### src/sv/sss_pkg.sv
// shared types and constants for the sample set statistics block
// no dependencies
package sss_pkg;

  localparam int CAPACITY    = 256;
  localparam int SAMPLE_BITS = 24;
  localparam int ADDR_W      = $clog2(CAPACITY);
  localparam int CNT_W       = $clog2(CAPACITY + 1);
  localparam int BIT_W       = $clog2(SAMPLE_BITS);
  localparam int SUM_W       = 32;
  localparam int SQ_W        = 56;
  localparam int STEP_W      = $clog2(SQ_W);
  localparam int QUEUE_DEPTH = 2;
  localparam int QPTR_W      = $clog2(QUEUE_DEPTH);
  localparam int QCNT_W      = $clog2(QUEUE_DEPTH + 1);

  localparam logic OP_ADD    = 1'b0;
  localparam logic OP_REPORT = 1'b1;

  typedef enum logic [1:0] {
    ST_ADDED  = 2'd0,
    ST_REPORT = 2'd1,
    ST_EMPTY  = 2'd2,
    ST_FULL   = 2'd3
  } status_t;

  typedef struct packed {
    logic        operation;
    logic [23:0] sample;
  } in_item_t;

  typedef struct packed {
    status_t     status;
    logic [8:0]  count;
    logic [31:0] total;
    logic [23:0] mean_value;
    logic [47:0] variance_value;
    logic [23:0] median_value;
    logic [23:0] spread;
  } out_item_t;

  typedef struct packed {
    logic                   en;
    logic [ADDR_W-1:0]      addr;
    logic [SAMPLE_BITS-1:0] data;
  } mem_wr_t;

endpackage

### src/sv/sss_front.sv
// front end: small item queue between the input channel and the executor
// depends on sss_pkg
module sss_front (
  input  logic              clk,
  input  logic              rst_n,
  input  logic              in_valid,
  output logic              in_ready,
  input  sss_pkg::in_item_t in_data,
  output logic              q_valid,
  input  logic              q_ready,
  output sss_pkg::in_item_t q_data
);

  sss_pkg::in_item_t                 buf_r [sss_pkg::QUEUE_DEPTH];
  logic [sss_pkg::QPTR_W-1:0]        wr_ptr_r;
  logic [sss_pkg::QPTR_W-1:0]        rd_ptr_r;
  logic [sss_pkg::QCNT_W-1:0]        cnt_r;
  logic                              push;
  logic                              pop;

  assign in_ready = cnt_r != sss_pkg::QCNT_W'(sss_pkg::QUEUE_DEPTH);
  assign q_valid  = cnt_r != '0;
  assign q_data   = buf_r[rd_ptr_r];
  assign push     = in_valid && in_ready;
  assign pop      = q_valid && q_ready;

  always_ff @(posedge clk) begin
    if (push) begin
      buf_r[wr_ptr_r] <= in_data;
    end
  end

  always_ff @(posedge clk) begin
    if (!rst_n) begin
      wr_ptr_r <= '0;
      rd_ptr_r <= '0;
      cnt_r    <= '0;
    end else begin
      if (push) begin
        wr_ptr_r <= wr_ptr_r + 1'b1;
      end
      if (pop) begin
        rd_ptr_r <= rd_ptr_r + 1'b1;
      end
      if (push && !pop) begin
        cnt_r <= cnt_r + 1'b1;
      end else if (pop && !push) begin
        cnt_r <= cnt_r - 1'b1;
      end
    end
  end

endmodule

### config.mk
export PLATFORM = sky130hd
export DESIGN_NAME = sss_front
export DESIGN_NICKNAME = d
export VERILOG_FILES = /design/src/sv/sss_pkg.sv /design/src/sv/sss_front.sv
export SDC_FILE = /design/constraint.sdc
export NUM_CORES = 1
export LEC_CHECK = 0
export ABC_CLOCK_PERIOD_IN_PS = 2080
export BUFFER_PORTS_ARGS = -buffer_cell sky130_fd_sc_hd__buf_2
export CORE_MARGIN = 1
export CORE_UTILIZATION = 51
export DETAILED_ROUTE_END_ITERATION = 10
export PLACE_DENSITY = 0.78
export SYNTH_ARGS = -nofsm -noshare
export SYNTH_HDL_FRONTEND = slang
export SYNTH_SLANG_ARGS = --single-unit
export TNS_END_PERCENT = 5
### constraint.sdc
create_clock -name clk -period 2.08 [get_ports clk]
set_input_delay 0.624 -clock clk [delete_from_list [all_inputs] [get_ports clk]]
set_output_delay 0.624 -clock clk [all_outputs]
set_load 0.05 [all_outputs]
==> impl_metrics.json <==
{
  "status": "complete, no violations",
  "max-slew-margin-rel_pct": 77.5,
  "worstPathCellList": "buf_6 -> mux2_2 -> buf_2",
  "ir_drop_mv": 1.03,
  "drive_gt1_share_pct": 56.9,
  "wl_per_cell_um": 15.2,
  "core-area_um2": 3740,
  "cts_buffer_depth": 2,
  "vias_per_cell": 4.95,
  "grt_max_degree": 26,
  "rows": 22,
  "worst_hold_slack_ps": 508,
  "synth_compound_area_share_pct": 1.72,
  "holdCritPathClass": "primary input to flop",
  "initial_core_util_pct": 54.5,
  "ys.warnings.count": 0,
  "grt_use_total_pct": 16.9,
  "cts_root_buf": "clkbuf_8",
  "drt_iter0_markers": 28,
  "arrival_ps": 1390,
  "cellPowerDensity_nw_per_um2": 1380,
  "die_x_um": 65.3,
  "routed_wl_um": 3280,
  "die_y_um": 65.3,
  "yosysSeqAreaShare_pct": 78.5,
  "finalPower_mw": 3.49,
  "first_global_vias": 1107,
  "fmax_ghz": 0.497,
  "io_pins": 56,
  "drtPass1Iterations": 4,
  "fin_ws_ps": 68.0,
  "vias": 1064,
  "synthXorXnorAreaFrac_pct": 1.29,
  "fin_tns_setup_ps": 0,
  "skew_ps": 5.42,
  "path_class": "flop to output port",
  "clock-sinks": 55,
  "dp_slack_ps": 252,
  "holdBufCountCts": 0,
  "synth_cells": 102,
  "tritoncts": "done",
  "fin_nets": 196,
  "path_clk_slew_ps": 90,
  "yosys.area_share.simple_pct": 3.19,
  "dieArea_um2": 4260,
  "tightest_slew_ps": 337,
  "final_max_slew_viol_count": 0,
  "finalCriticalPeriod_ps": 2010,
  "grt_pass1_wl_um": 5140,
  "worstPathMaxFanout": 9,
  "htree_levels": 2,
  "antenna_found_initial": 0,
  "startpoint_type": "flop",
  "hold_viol_final": 0,
  "antenna_cells": 0,
  "finalCritPeriodShare_pct": 96.7,
  "design_area_um2": 2540,
  "setup.worst_path.end_class": "output port",
  "leakage_nw": 0.967,
  "cp_num_buf_inv": 2,
  "cp.required_ps": 1460,
  "postSynthAreaPerCell_um2": 20.0,
  "synth_fa_ha_area_share_pct": 0.613,
  "synth.ff_latch_count": 55,
  "synth_nets": 132,
  "post_dp_cell_area_um2": 2390,
  "dpl.hpwl_um": 2200,
  "cts_made_buffers": 5,
  "slowest_delay_ps": 390,
  "setup_violations": 0,
  "post-route-drc-count": 0,
  "clk_latency_ps": 300,
  "area_growth_pct": 24.3,
  "synth_area_um2": 2040,
  "crit_family": "flip-flops",
  "antenna_left": 0,
  "drv_cap": 0,
  "gr-total-overflow": 0,
  "synth_top_family_by_area": "multiplexers",
  "globalplace.congestion": 0.687,
  "yosysUniqueCellTypes": 19,
  "muxShareOfSynthArea_pct": 13.8,
  "cp_slowest_cell": "dfxtp_4",
  "numPortBuffers": 55
}
## worst paths after layout
kind	start	end	slack (ps)	cells after the start
hold / removal	in_data[9]	buf_r[0][9]	510	1
setup reg to reg	cnt_r[0]	cnt_r[1]	470	5
setup / recovery	flop	q_data[24]	70	3
hold reg to reg	cnt_r[1]	cnt_r[1]	570	2
## timing repair
action | CTS | global route
endpoints found under the hold margin | 0 | 0
buffers inserted | 0 | 0
cloned | 0 | 1
setup endpoints to repair | 10 | 25
pin swaps | 0 | 0
gates resized for setup | 1 | 4
## area by class of cell
class | count | area (um2)
timing repair buffer | 60 | 342
sequential | 55 | 1610
tap | 48 | 60.1
fill | 265 | 1210
multi-input combinational | 43 | 420
inverter | 1 | 3.75
clock buffer | 7 | 76.3
clock inverter | 1 | 30.0
## flip-flops by register name, indices dropped and copies added, names as in the netlist, named ones only
signal,count
buf_r,50
cnt_r,2
rd_ptr_r,1
wr_ptr_r,1
## Yosys cell counts
library cell	n	area share, %
nand2b_4	1	0.67
or3_1	1	0.31
ha_1	1	0.61
nand3b_1	1	0.37
edfxtp_1	50	74
or2_2	1	0.31
o21ai_1	1	0.25
mux2_2	25	14
a21boi_0	1	0.37
a21bo_2	1	0.49
and2_1	4	1.2
o21ai_0	1	0.25
xnor2_1	2	0.86
buf_2	3	0.74
inv_1	1	0.18
a21boi_1	1	0.37
and3_1	1	0.31
dfxtp_1	5	4.9
xor2_1	1	0.43
## power breakdown
group | internal (mW) | switching, mW
Clock | 0.360 | 0.308
Combinational | 0.449 | 0.917
Sequential | 1.39 | 0.0698
Total | 2.20 | 1.30
## routing by layer
| metal | vias up | GRT usage (%) | share of wire [%] |
|---|---|---|---|
| met1 | 507 | 19.5 | 41 |
| met3 | 2 | 4.69 | 5.3 |
| met4 | 0 | 6.52 | 0.40 |
| li1 | 516 | - | - |
| met2 | 39 | 29.8 | 53 |
| met5 | - | 0 | 0 |
## cells by family after synthesis
| kind of cell | Yosys count |
|---|---|
| DFF | 55 |
| AOI/OAI and AO/OA | 5 |
| muxes | 25 |
| and+or+nand+nor | 9 |
| xor gates and xnor gates | 3 |
| adders and majority gates | 1 |
| buffers and inverters | 4 |
## cell usage in the layout (no fill, tap or decap)
cell       count
nand3b_1       1
nand2b_4       1
a21boi_0       1
buf_8          1
a21bo_2        1
a21boi_1       1
o21ai_0        1
buf_4          2
buf_2         55
dfxtp_1        4
clkbuf_16      1
mux2_2        25
xor2_1         1
buf_6          1
inv_1          1
or2_2          1
dfxtp_4        1
bufinv_16      1
and2_1         4
ha_1           1
edfxtp_1      50
xnor2_1        2
or3_1          1
and3_1         1
clkbuf_1       2
o21ai_1        1
clkbuf_8       5
## per-stage QoR
stage               cells  util (%)
finish                215      67.8
global route          215      67.8
CTS                   214      66.8
detailed placement    206      63.9
global placement      206      63.9
floorplan             102         -
Note: power is estimated with default switching activity, not from simulation.
